$ cat src/hw/rtl/tpp_pkg.sv
package tpp_pkg;

  localparam int TPP_MAX_STEPS         = 256;
  localparam int TPP_MAX_EDGES         = 64;
  localparam int TPP_MAX_SEGMENTS      = 1024;
  localparam int TPP_MAX_EDGE_SEGMENTS = 64;

  localparam int IN_DATA_W  = 160;
  localparam int OUT_DATA_W = 88;

  // heading window: 6 map units in Q16.8
  localparam logic [25:0] HEAD_WINDOW = 26'd1536;
  localparam logic [5:0]  DIV_STEPS   = 6'd56;

  typedef enum logic [1:0] {
    ACT_STEP  = 2'd0,
    ACT_EDGE  = 2'd1,
    ACT_SEG   = 2'd2,
    ACT_QUERY = 2'd3
  } tpp_act_t;

  typedef enum logic [5:0] {
    OP_NONE, OP_LATCH, OP_WRITE, OP_RD_LAST, OP_DIV_MOD, OP_TAKE_T,
    OP_RD_STEP, OP_SCAN_ADV, OP_STEP_TAKE, OP_RD_EDGE, OP_EDGE_TAKE,
    OP_LEN_MUL, OP_DIV_LEN, OP_TAKE_LEN, OP_SEG_ADDR, OP_WRAP, OP_SEG_RD,
    OP_BS_LO, OP_BS_HI, OP_LO_TAKE, OP_PRV_TAKE, OP_OFF, OP_X_MUL,
    OP_DIV_X, OP_TAKE_X, OP_Y_MUL, OP_DIV_Y, OP_TAKE_Y, OP_LEFT_DEC,
    OP_RIGHT_INC, OP_HL_TAKE, OP_HR_TAKE, OP_EMIT_HIT, OP_EMIT_MISS
  } dp_op_t;

  typedef enum logic [2:0] {
    SEL_MID, SEL_LO, SEL_LO_M1, SEL_LEFT_M1, SEL_LEFT, SEL_RIGHT
  } seg_sel_t;

  typedef struct packed {
    dp_op_t   op;
    seg_sel_t sel;
  } tpp_cmd_t;

  typedef struct packed {
    logic in_query;
    logic cnt_zero;
    logic dur_zero;
    logic div_busy;
    logic scan_more;
    logic geo_bad;
    logic lo_lt_hi;
    logic go_right;
    logic lo_nz;
    logic left_nz;
    logic left_more;
    logic right_room;
    logic right_more;
    logic wrap_need;
    logic out_free;
  } tpp_sts_t;

endpackage

$ cat src/hw/rtl/tpp_ctrl.sv
module tpp_ctrl import tpp_pkg::*; (
  input  logic     clk,
  input  logic     rst,
  input  logic     s_tvalid,
  output logic     s_tready,
  input  tpp_sts_t sts,
  output tpp_cmd_t cmd
);

  typedef enum logic [34:0] {
    ST_IDLE      = 35'd1 << 0,
    ST_WR        = 35'd1 << 1,
    ST_Q_LAST    = 35'd1 << 2,
    ST_Q_DUR     = 35'd1 << 3,
    ST_MOD_W     = 35'd1 << 4,
    ST_SC_RD     = 35'd1 << 5,
    ST_SC_CMP    = 35'd1 << 6,
    ST_ED_RD     = 35'd1 << 7,
    ST_ED_TAKE   = 35'd1 << 8,
    ST_LEN_MUL   = 35'd1 << 9,
    ST_LEN_DIV   = 35'd1 << 10,
    ST_LEN_W     = 35'd1 << 11,
    ST_BS_CHK    = 35'd1 << 12,
    ST_BS_CMP    = 35'd1 << 13,
    ST_SG_WRAP   = 35'd1 << 14,
    ST_LO_TAKE   = 35'd1 << 15,
    ST_PRV_CHK   = 35'd1 << 16,
    ST_PRV_TAKE  = 35'd1 << 17,
    ST_OFF       = 35'd1 << 18,
    ST_X_MUL     = 35'd1 << 19,
    ST_X_DIV     = 35'd1 << 20,
    ST_X_W       = 35'd1 << 21,
    ST_Y_MUL     = 35'd1 << 22,
    ST_Y_DIV     = 35'd1 << 23,
    ST_Y_W       = 35'd1 << 24,
    ST_LF_CHK    = 35'd1 << 25,
    ST_LF_CMP    = 35'd1 << 26,
    ST_RT_CHK    = 35'd1 << 27,
    ST_RT_CMP    = 35'd1 << 28,
    ST_HL_RD     = 35'd1 << 29,
    ST_HL_TAKE   = 35'd1 << 30,
    ST_HR_RD     = 35'd1 << 31,
    ST_HR_TAKE   = 35'd1 << 32,
    ST_EMIT_HIT  = 35'd1 << 33,
    ST_EMIT_MISS = 35'd1 << 34
  } state_t;

  state_t state, state_next;
  state_t ret, ret_next;

  assign s_tready = (state == ST_IDLE);

  always_ff @(posedge clk) begin
    if (rst) begin
      state <= ST_IDLE;
      ret   <= ST_IDLE;
    end else begin
      state <= state_next;
      ret   <= ret_next;
    end
  end

  always_comb begin
    state_next = state;
    ret_next   = ret;
    cmd.op     = OP_NONE;
    cmd.sel    = SEL_LO;
    unique case (state)
      ST_IDLE: begin
        if (s_tvalid) begin
          cmd.op     = OP_LATCH;
          state_next = sts.in_query ? ST_Q_LAST : ST_WR;
        end
      end
      ST_WR: begin
        cmd.op     = OP_WRITE;
        state_next = ST_IDLE;
      end
      ST_Q_LAST: begin
        if (sts.cnt_zero) begin
          state_next = ST_EMIT_MISS;
        end else begin
          cmd.op     = OP_RD_LAST;
          state_next = ST_Q_DUR;
        end
      end
      ST_Q_DUR: begin
        if (sts.dur_zero) begin
          state_next = ST_EMIT_MISS;
        end else begin
          cmd.op     = OP_DIV_MOD;
          state_next = ST_MOD_W;
        end
      end
      ST_MOD_W: begin
        if (!sts.div_busy) begin
          cmd.op     = OP_TAKE_T;
          state_next = ST_SC_RD;
        end
      end
      ST_SC_RD: begin
        cmd.op     = OP_RD_STEP;
        state_next = ST_SC_CMP;
      end
      ST_SC_CMP: begin
        if (sts.scan_more) begin
          cmd.op     = OP_SCAN_ADV;
          state_next = ST_SC_RD;
        end else begin
          cmd.op     = OP_STEP_TAKE;
          state_next = sts.geo_bad ? ST_EMIT_MISS : ST_ED_RD;
        end
      end
      ST_ED_RD: begin
        cmd.op     = OP_RD_EDGE;
        state_next = ST_ED_TAKE;
      end
      ST_ED_TAKE: begin
        cmd.op     = OP_EDGE_TAKE;
        state_next = ST_LEN_MUL;
      end
      ST_LEN_MUL: begin
        cmd.op     = OP_LEN_MUL;
        state_next = ST_LEN_DIV;
      end
      ST_LEN_DIV: begin
        cmd.op     = OP_DIV_LEN;
        state_next = ST_LEN_W;
      end
      ST_LEN_W: begin
        if (!sts.div_busy) begin
          cmd.op     = OP_TAKE_LEN;
          state_next = ST_BS_CHK;
        end
      end
      ST_BS_CHK: begin
        cmd.op     = OP_SEG_ADDR;
        state_next = ST_SG_WRAP;
        if (sts.lo_lt_hi) begin
          cmd.sel  = SEL_MID;
          ret_next = ST_BS_CMP;
        end else begin
          cmd.sel  = SEL_LO;
          ret_next = ST_LO_TAKE;
        end
      end
      ST_BS_CMP: begin
        cmd.op     = sts.go_right ? OP_BS_LO : OP_BS_HI;
        state_next = ST_BS_CHK;
      end
      ST_SG_WRAP: begin
        if (sts.wrap_need) begin
          cmd.op = OP_WRAP;
        end else begin
          cmd.op     = OP_SEG_RD;
          state_next = ret;
        end
      end
      ST_LO_TAKE: begin
        cmd.op     = OP_LO_TAKE;
        state_next = ST_PRV_CHK;
      end
      ST_PRV_CHK: begin
        if (sts.lo_nz) begin
          cmd.op     = OP_SEG_ADDR;
          cmd.sel    = SEL_LO_M1;
          ret_next   = ST_PRV_TAKE;
          state_next = ST_SG_WRAP;
        end else begin
          state_next = ST_OFF;
        end
      end
      ST_PRV_TAKE: begin
        cmd.op     = OP_PRV_TAKE;
        state_next = ST_OFF;
      end
      ST_OFF: begin
        cmd.op     = OP_OFF;
        state_next = ST_X_MUL;
      end
      ST_X_MUL: begin
        cmd.op     = OP_X_MUL;
        state_next = ST_X_DIV;
      end
      ST_X_DIV: begin
        cmd.op     = OP_DIV_X;
        state_next = ST_X_W;
      end
      ST_X_W: begin
        if (!sts.div_busy) begin
          cmd.op     = OP_TAKE_X;
          state_next = ST_Y_MUL;
        end
      end
      ST_Y_MUL: begin
        cmd.op     = OP_Y_MUL;
        state_next = ST_Y_DIV;
      end
      ST_Y_DIV: begin
        cmd.op     = OP_DIV_Y;
        state_next = ST_Y_W;
      end
      ST_Y_W: begin
        if (!sts.div_busy) begin
          cmd.op     = OP_TAKE_Y;
          state_next = ST_LF_CHK;
        end
      end
      ST_LF_CHK: begin
        if (sts.left_nz) begin
          cmd.op     = OP_SEG_ADDR;
          cmd.sel    = SEL_LEFT_M1;
          ret_next   = ST_LF_CMP;
          state_next = ST_SG_WRAP;
        end else begin
          state_next = ST_RT_CHK;
        end
      end
      ST_LF_CMP: begin
        if (sts.left_more) begin
          cmd.op     = OP_LEFT_DEC;
          state_next = ST_LF_CHK;
        end else begin
          state_next = ST_RT_CHK;
        end
      end
      ST_RT_CHK: begin
        if (sts.right_room) begin
          cmd.op     = OP_SEG_ADDR;
          cmd.sel    = SEL_RIGHT;
          ret_next   = ST_RT_CMP;
          state_next = ST_SG_WRAP;
        end else begin
          state_next = ST_HL_RD;
        end
      end
      ST_RT_CMP: begin
        if (sts.right_more) begin
          cmd.op     = OP_RIGHT_INC;
          state_next = ST_RT_CHK;
        end else begin
          state_next = ST_HL_RD;
        end
      end
      ST_HL_RD: begin
        cmd.op     = OP_SEG_ADDR;
        cmd.sel    = SEL_LEFT;
        ret_next   = ST_HL_TAKE;
        state_next = ST_SG_WRAP;
      end
      ST_HL_TAKE: begin
        cmd.op     = OP_HL_TAKE;
        state_next = ST_HR_RD;
      end
      ST_HR_RD: begin
        cmd.op     = OP_SEG_ADDR;
        cmd.sel    = SEL_RIGHT;
        ret_next   = ST_HR_TAKE;
        state_next = ST_SG_WRAP;
      end
      ST_HR_TAKE: begin
        cmd.op     = OP_HR_TAKE;
        state_next = ST_EMIT_HIT;
      end
      ST_EMIT_HIT: begin
        if (sts.out_free) begin
          cmd.op     = OP_EMIT_HIT;
          state_next = ST_IDLE;
        end
      end
      ST_EMIT_MISS: begin
        if (sts.out_free) begin
          cmd.op     = OP_EMIT_MISS;
          state_next = ST_IDLE;
        end
      end
      default: begin
        state_next = ST_IDLE;
      end
    endcase
  end

endmodule

$ cat config.mk
export PLATFORM = sky130hd
export DESIGN_NAME = tpp_ctrl
export DESIGN_NICKNAME = d
export VERILOG_FILES = /design/src/hw/rtl/tpp_pkg.sv /design/src/hw/rtl/tpp_ctrl.sv
export SDC_FILE = /design/constraint.sdc
export NUM_CORES = 1
export LEC_CHECK = 0
export BUFFER_PORTS_ARGS = -buffer_cell sky130_fd_sc_hd__buf_2
export CAP_MARGIN = 20
export CELL_PAD_IN_SITES_DETAIL_PLACEMENT = 2
export CELL_PAD_IN_SITES_GLOBAL_PLACEMENT = 2
export CORE_MARGIN = 2
export CORE_UTILIZATION = 37
export CTS_CLUSTER_DIAMETER = 60
export DETAILED_ROUTE_END_ITERATION = 10
export PLACE_DENSITY_LB_ADDON = 0.2
export REMOVE_ABC_BUFFERS = 1
export SYNTH_ARGS = -nofsm -noshare
export SYNTH_HDL_FRONTEND = slang
export SYNTH_SLANG_ARGS = --single-unit
$ cat constraint.sdc
create_clock -name clk -period 4.2 [get_ports clk]
set_input_delay 0.84 -clock clk [delete_from_list [all_inputs] [get_ports clk]]
set_output_delay 0.84 -clock clk [all_outputs]
set_load 0.05 [all_outputs]
# After elaboration in Yosys (flattened, before gate mapping)
# Index checks and enable logic that the tools add are counted.
[totals] out_inout_bits=10 word_cells=95 ff_bits=70
[classes] eq_ne=45 muxes=43 n_reduce_logical=5
[ops] op="$pmux 35 s31" n=1
[ops] op="$mux 35" n=14
[ops] op="$pmux 35 s6" n=1
[ops] op="$pmux 6 s33" n=1
[ops] op="$mux 30" n=2
[ops] op="$mux 28" n=2
[ops] op="$eq 35x1->1 const B" n=1
[ops] op="$eq 35x10->1 const B" n=1
[ops] op="$eq 35x11->1 const B" n=1
[ops] op="$eq 35x12->1 const B" n=1
[ops] op="$eq 35x13->1 const B" n=1
[ops] op="$eq 35x14->1 const B" n=1
[ops] op="$eq 35x15->1 const B" n=1
[ops] op="$eq 35x16->1 const B" n=1
[ops] op="$eq 35x17->1 const B" n=1
[ops] op="$eq 35x18->1 const B" n=1
[ops] op="$eq 35x19->1 const B" n=1
[ops] op="$eq 35x2->1 const B" n=1
[ops] op="$eq 35x20->1 const B" n=1
[ops] op="$eq 35x21->1 const B" n=1
[ops] op="$eq 35x22->1 const B" n=1
[ops] op="$eq 35x23->1 const B" n=1
[ops] op="$eq 35x24->1 const B" n=1
[ops] op="$eq 35x25->1 const B" n=1
[ops] op="other kinds (34)" n=54

# Logic depth before layout (Yosys ltp)
# Gate-level depths: netlist (run 1).
[depth] word_depth=4 ltp_mapped=10 ltp_nobuf=7

# Least setup slack after synthesis (run 1)
# No wires, ideal clock.
[synth_path] kind="reg2out" startpoint="register state[24]" endpoint="output port cmd[3] (netlist name)" t_required_ps=3360 arrival_time_ps=3879 path_stages_with_launch=9 setup_slack_ps=-519 path_buffers=2 cell_sequence="dfxtp_1 buf_2 nor4_2 nand4_1 clkbuf_1 nor4_1 a221oi_1 o2111a_1 nand4_1"
[synth_lines] item="start: declaration" line_no="tpp_ctrl.sv:48" rtl="state_t state, state_next;"
[synth_lines] item="start signal: assignment" line_no="tpp_ctrl.sv:58" rtl="state <= state_next;"
[synth_lines] item="end: declaration" line_no="tpp_ctrl.sv:7" rtl="output tpp_cmd_t cmd"

==> results of run 1 <==
==> layer usage <==
| metal | share of wire, % | vias up |
|---|---|---|
| li1 | - | 1290 |
| met1 | 48 | 1377 |
| met2 | 48 | 40 |
| met3 | 3.7 | 9 |
| met4 | 1.0 | 0 |
| met5 | 0 | - |
==> area by class of cell <==
class / instances / area share, %
multi-input cells: 269 / 57.03
flip-flops and latches: 43 / 29.15
clock buffers: 6 / 2.458
repair buffers: 30 / 5.339
inverters: 12 / 1.525
well taps: 96 / 4.068
clock inverters: 2 / 0.4237
==> worst min path at each step <==
stage	start	end	slack, ns	depth (start not counted)
global placement	ret[30]	ret[30]	0.44	2
finish	ret[30]	ret[30]	0.45	2
global route	ret[30]	ret[30]	0.48	2
floorplan	ret[30]	ret[30]	0.42	2
CTS	ret[30]	ret[30]	0.46	2
detailed placement	ret[30]	ret[30]	0.45	2
==> cell usage after synthesis (all sizes together) (8+ instances only) <==
master | number | area, um^2
and3 | 10 | 62.56
nand4 | 14 | 102.6
nand3 | 18 | 90.09
nand3b | 9 | 67.56
dfxtp | 43 | 860.8
nor4 | 17 | 212.7
nor3 | 18 | 90.09
a21oi | 16 | 80.08
nor2 | 45 | 168.9
nand2 | 41 | 153.9
inv | 12 | 45.04
nor2b | 8 | 57.55
==> state kept, by name (all words and copies together) (netlist names) <==
name,count
state,35
ret,8
==> worst reg2reg max path: stages, from the launching register on <==
cell	delay (ns)
dfxtp_1	0.39
nor4_2	0.52
nand4_1	0.17
buf_4	0.23
nor4_1	0.65
o21ai_1	0.22
and2_4	0.21
nand2b_1	0.61
nor2_1	0.15
==> report_power, final <==
group	internal [mW]	switching [mW]	leakage (nW)	total [mW]
Combinational	0.0504	0.115	0.780	0.165
Sequential	0.411	0.00825	0.347	0.420
Clock	0.117	0.158	0.0412	0.275
==> stage by stage <==
step / TNS, ns / instance area [um^2]
global placement: 0 / 2854
detailed placement: 0 / 2854
floorplan: -0.5350 / 2576
global route: -0.02696 / 2953
CTS: 0 / 2939
finish: 0 / 2953
==> cell families after synthesis <==
group / synth area share [%]
buffers and inverters: 4.665
DFF: 32.42
and+or+nand+nor: 46.37
AOI/OAI and AO/OA: 13.15
muxes: 0.4241
xor gates and xnor gates: 2.969
==> metrics.yaml, run 1 <==
run_status:
  outcome: "finished, final reports clean"
worst_setup_path:
  r2r_start: "state[17]"
  worstSetupPathType: "reg2out"
  reg2reg_depth: 8
  r2r-end: "state[16]"
  required_ns: 3.36
  crit_cells: 8
  max_stage_delay_ns: 0.61
  worstSetupStartpointType: "flop"
  critPathArrivalTime_ns: 3.23
  rrSetupSlack_ns: 0.90
  cp_slowest_cell: "a2111oi_0"
  crit_fanout: 7
  path_buf_inv: 2
  crit_path_cell_trace: "nor4_4 -> nand2_1 -> a2111oi_0 -> nand2_1 -> nand4_1 -> inv_1 -> o2111ai_1 -> buf_2"
  cp-end-kind: "output pin"
  critPathCapture: "cmd[6]"
  cp_common_cell: "nand2_1"
  critPathLaunch: "state[21]"
  crit_family: "simple AND/OR/NAND/NOR gates"
final_layout:
  final_cell_mix: "nor2_1 (45), dfxtp_1 (43), nand2_1 (41)"
  nFillCells: 836
  drive_above_1_share_pct: 14.92
  area_growth_pct: 11.22
  num_antenna_cells: 0
  nets: 379
  final_common_cell: "nor2_1"
  seqCellArea_um2: 860.8
  multiInputGateArea_mm2: 0.001684
  stdcell_count: 458
  post-route-util_pct: 42.99
detailed_routing:
  drt-total-wl_um: 9927
  vias_per_cell: 5.930
  wl_per_cell_um: 21.67
  drt_first_pass_iters: 4
  drcViolationCount: 0
  via_count: 2716
  drt.antenna.violating_nets: 0
  drt-initial-drc-count: 113
power:
  peakVddDrop_mv: 0.1775
  powerDensity_mw_per_mm2: 291.3
  leakage_nw: 1.168
  finalPower_mw: 0.8600
sta:
  finalHoldViolations: 0
  worst_slack_ns: 0.1279
  slew_headroom_pct: 41.95
  hold_ws_ns: 0.4548
  tightest_slew_ns: 0.8708
  fin_crit_sh_pct: 96.95
  finalMaxSlewViolations: 0
  period_minus_slack_ns: 4.072
  fin_skew_ns: 0.008343
  setup_viol: 0
  fmax_ghz: 0.2456
yosys:
  yosysUniqueCellTypes: 56
  ys_ff_latch: 43
  synth_area_mm2: 0.002655
  synth_edf_count: 0
  synth.avg_cell_area_um2: 7.878
  synth_cells: 337
  synth_warnings: 0
  async_flop_share_pct: 0
  yosysSeqAreaShare_pct: 32.42
  synth_flop_cell: "dfxtp_1"
clock_tree:
  cts.repair.resized: 0
  cts-root-buf: "clkbuf_8"
  cts_tree: "done"
  clk_latency_ns: 0.30
  cts_inserted_buffers: 5
  clk_pin_slew_worst_paths_ns: 0.09
  cts_hold_buffers: 0
  post_cts_buffers: 0
  cts_sinks: 43
  htreeDepth: 2
  clk_path_buf_depth: 2
grt:
  busiest_layer: "met2"
  grtUsageMet3_pct: 3.451
  grt_max_degree: 18
  grt_util_all_layers_pct: 26.95
  overflow: 0
  grt_pass1_vias: 2830
  grt_pass1_wl_um: 15810
  met1_usage_pct: 38.57
  antenna_found_initial: 0
  met2_usage_pct: 43.62
place:
  dp_hpwl_um: 7770
  portBuffers: 27
  place_ws_ns: 0.4492
  globalplace.congestion: 0.8812
  numPlacedInstances: 450
floorplanning:
  core_area_mm2: 0.006869
  fp.dieH_um: 88.71
  ios: 28
  start_util_pct: 38.65
  rows: 30
  die-width_um: 88.71
  die_area_mm2: 0.007869
hold_path:
  hold_class: "reg2reg"
flow_run:
  drv_cap: 0
(Power assumes the default switching activity.)
==> run 2: changes to the inputs <==
--- a/config.mk
+++ b/config.mk
@@ -10,10 +10,10 @@
 export CELL_PAD_IN_SITES_DETAIL_PLACEMENT = 2
 export CELL_PAD_IN_SITES_GLOBAL_PLACEMENT = 2
 export CORE_MARGIN = 2
-export CORE_UTILIZATION = 37
+export CORE_UTILIZATION = 31
 export CTS_CLUSTER_DIAMETER = 60
 export DETAILED_ROUTE_END_ITERATION = 10
-export PLACE_DENSITY_LB_ADDON = 0.2
+export PLACE_DENSITY_LB_ADDON = 0.1
 export REMOVE_ABC_BUFFERS = 1
 export SYNTH_ARGS = -nofsm -noshare
 export SYNTH_HDL_FRONTEND = slang
==> constraint.sdc (replaced) <==
create_clock -name clk -period 3.3 [get_ports clk]
set_input_delay 0.66 -clock clk [delete_from_list [all_inputs] [get_ports clk]]
set_output_delay 0.66 -clock clk [all_outputs]
set_load 0.05 [all_outputs]
==> run 2 against run 1 <==
The run now ends with setup timing left. Non-clock buffer count up 66. Clock skew up 0.0011 ns. Combinational power rose by 92%. Count of clock-buffer cells in the layout fell by 1. Worst hold slack improved by 0.0027 ns. Global-route usage shrank 1.2 points. Critical path depth up 3. Via count rose by 13%. Final area increased by 26%. Die area is 18% higher. Sequential share of layout area down 5.2 points. Sequential power is 25% higher. Critical path type unchanged. Critical endpoint unchanged. Highest routed layer unchanged.
==> metrics.yaml, run 2 (synthesis gave the netlist of run 1 again) <==
run_status:
  outcome: "finished with violations"
  violations: "setup timing"
worst_setup_path:
  critPathArrivalTime_ns: 2.73
  critPathLaunch: "state[10]"
  rrSetupSlack_ns: 0.48
  cp-end-kind: "output pin"
  worstSetupPathType: "reg2out"
  r2r-end: "ret[17]"
  reg2reg_depth: 10
  critPathCapture: "cmd[6]"
  crit_fanout: 4
  r2r_start: "state[10]"
  worstSetupStartpointType: "flop"
  required_ns: 2.64
clock_tree:
  cts_hold_buffers: 0
  cts_inserted_buffers: 5
  htreeDepth: 2
  cts_sinks: 43
  clk_path_buf_depth: 2
  cts-root-buf: "clkbuf_8"
  clk_pin_slew_worst_paths_ns: 0.10
  cts_tree: "done"
  clk_latency_ns: 0.31
detailed_routing:
  dr_wl_met2_um: 6290
  wl_per_cell_um: 24.03
  via_count: 3079
  wl_met3_um: 511
  drt-initial-drc-count: 145
  drcViolationCount: 0
  drt_first_pass_iters: 4
  drt.antenna.violating_nets: 0
  drt-total-wl_um: 12810
  highest_layer: "met4"
  vias_per_cell: 5.777
  wl_met1_um: 5587
final_layout:
  top_regs: "state (35), ret (8)"
  final_common_cell: "buf_4"
  num_antenna_cells: 0
  regMostFlops: "state"
  post-route-util_pct: 45.23
  stdcell_count: 533
  nets: 445
  largest_reg_flops: 35
  area_growth_pct: 40.67
  drive_above_1_share_pct: 38.55
  final_cell_mix: "buf_4 (66), nor2_1 (40), nand2_1 (38)"
sta:
  period_minus_slack_ns: 3.391
  finalMaxSlewViolations: 0
  finalSetupTns_ns: -0.2910
  rsz0062_at_grt: "yes"
  fmax_ghz: 0.2949
  fin_skew_ns: 0.009483
  tightest_slew_ns: 0.6342
  setup_viol: 5
  worst_slack_ns: -0.09073
  slew_headroom_pct: 57.33
  fin_crit_sh_pct: 102.7
  finalHoldViolations: 0
place:
  portBuffers: 27
  dp_hpwl_um: 8661
  globalplace.congestion: 0.8853
  numPlacedInstances: 497
floorplanning:
  ios: 28
  start_util_pct: 32.15
  core_area_mm2: 0.008258
  die_area_mm2: 0.009321
  die-width_um: 96.55
  fp.dieH_um: 96.55
  rows: 33
power:
  peakVddDrop_mv: 0.2148
  p_int_mw: 0.7979
  powerDensity_mw_per_mm2: 324.3
  leakage_nw: 1.578
  power_frac_comb_pct: 26.1
  p_sw_share_pct: 34.13
  power_frac_clock_pct: 30.4
  finalPower_mw: 1.211
  seqPwrFrac_pct: 43.5
  p_sw_mw: 0.4134
flow_run:
  drv_cap: 0
grt:
  antenna_found_initial: 0
  overflow: 0
  grt_pass1_wl_um: 17540
  grt_util_all_layers_pct: 25.76
  grt_pass1_vias: 3092
  grt_max_degree: 18
hold_path:
  hold_class: "reg2reg"
## run 2: cell types whose count changed in the layout (fill, tap and decap cells not counted), sizes merged
| cell | delta |
|---|---|
| buf | +65 |
| clkinv | +1 |
## run 2: critical path, cell delays in order, from the launching register on
cell and delay, ns:
dfxtp_4 0.37, nor4_4 0.36, buf_4 0.18, buf_4 0.10, nand4_1 0.15, buf_4 0.19
nor2_4 0.11, and4b_2 0.28, nand2_2 0.10, and4b_1 0.24, o2111ai_2 0.12, buf_6 0.20
## run 2: worst min-delay path by stage
stage / from / to / slack [ns] / depth (start not counted)
3_5_place_dp: ret[28] / ret[28] / 0.45 / 2
5_1_grt: ret[28] / ret[28] / 0.48 / 2
2_1_floorplan: ret[30] / ret[30] / 0.42 / 2
3_3_place_gp: ret[30] / ret[30] / 0.43 / 2
6_report: ret[28] / ret[28] / 0.46 / 2
4_1_cts: ret[28] / ret[28] / 0.46 / 2
## run 2: cell type report
class | instances | area (um^2)
fill | 943 | 4523
timing repair buffer | 96 | 706.9
clock inverter | 3 | 25.02
inverter | 12 | 45.04
clock buffer | 5 | 68.82
tap | 105 | 131.4
multi-input combinational | 269 | 1863
sequential | 43 | 894.6
## run 2: metrics by stage
step                worst slack, ns  hold slack (ns)  area (um^2)
floorplan                    -1.255           0.4213         2576
global placement           -0.02453           0.4342         3151
detailed placement        -0.004662           0.4490         3151
CTS                        -0.02040           0.4621         3416
global route                -0.1827           0.4849         3735
finish                     -0.09073           0.4575         3735
## run 2: repair_timing
action	in CTS	in global routing
pin swaps	12	16
endpoints found under the setup margin	5	7
setup buffers	10	18
resized for setup	29	45
## run 2: power by group through the flow
stage | clock network, mW | logic [mW] | registers, mW
4_1_cts | 0.376 | 0.275 | 0.531
6_report | 0.368 | 0.317 | 0.526
3_3_place_gp | 0 | 0.241 | 0.543
5_1_grt | 0.397 | 0.335 | 0.527
3_5_place_dp | 0 | 0.245 | 0.544
2_1_floorplan | 0 | 0.131 | 0.544
## run 2: per-layer routing
layer	GRT usage, %	up-vias
met5	0	-
met1	36.05	1551
met3	3.026	28
li1	-	1413
met2	42.82	87
met4	5.164	0
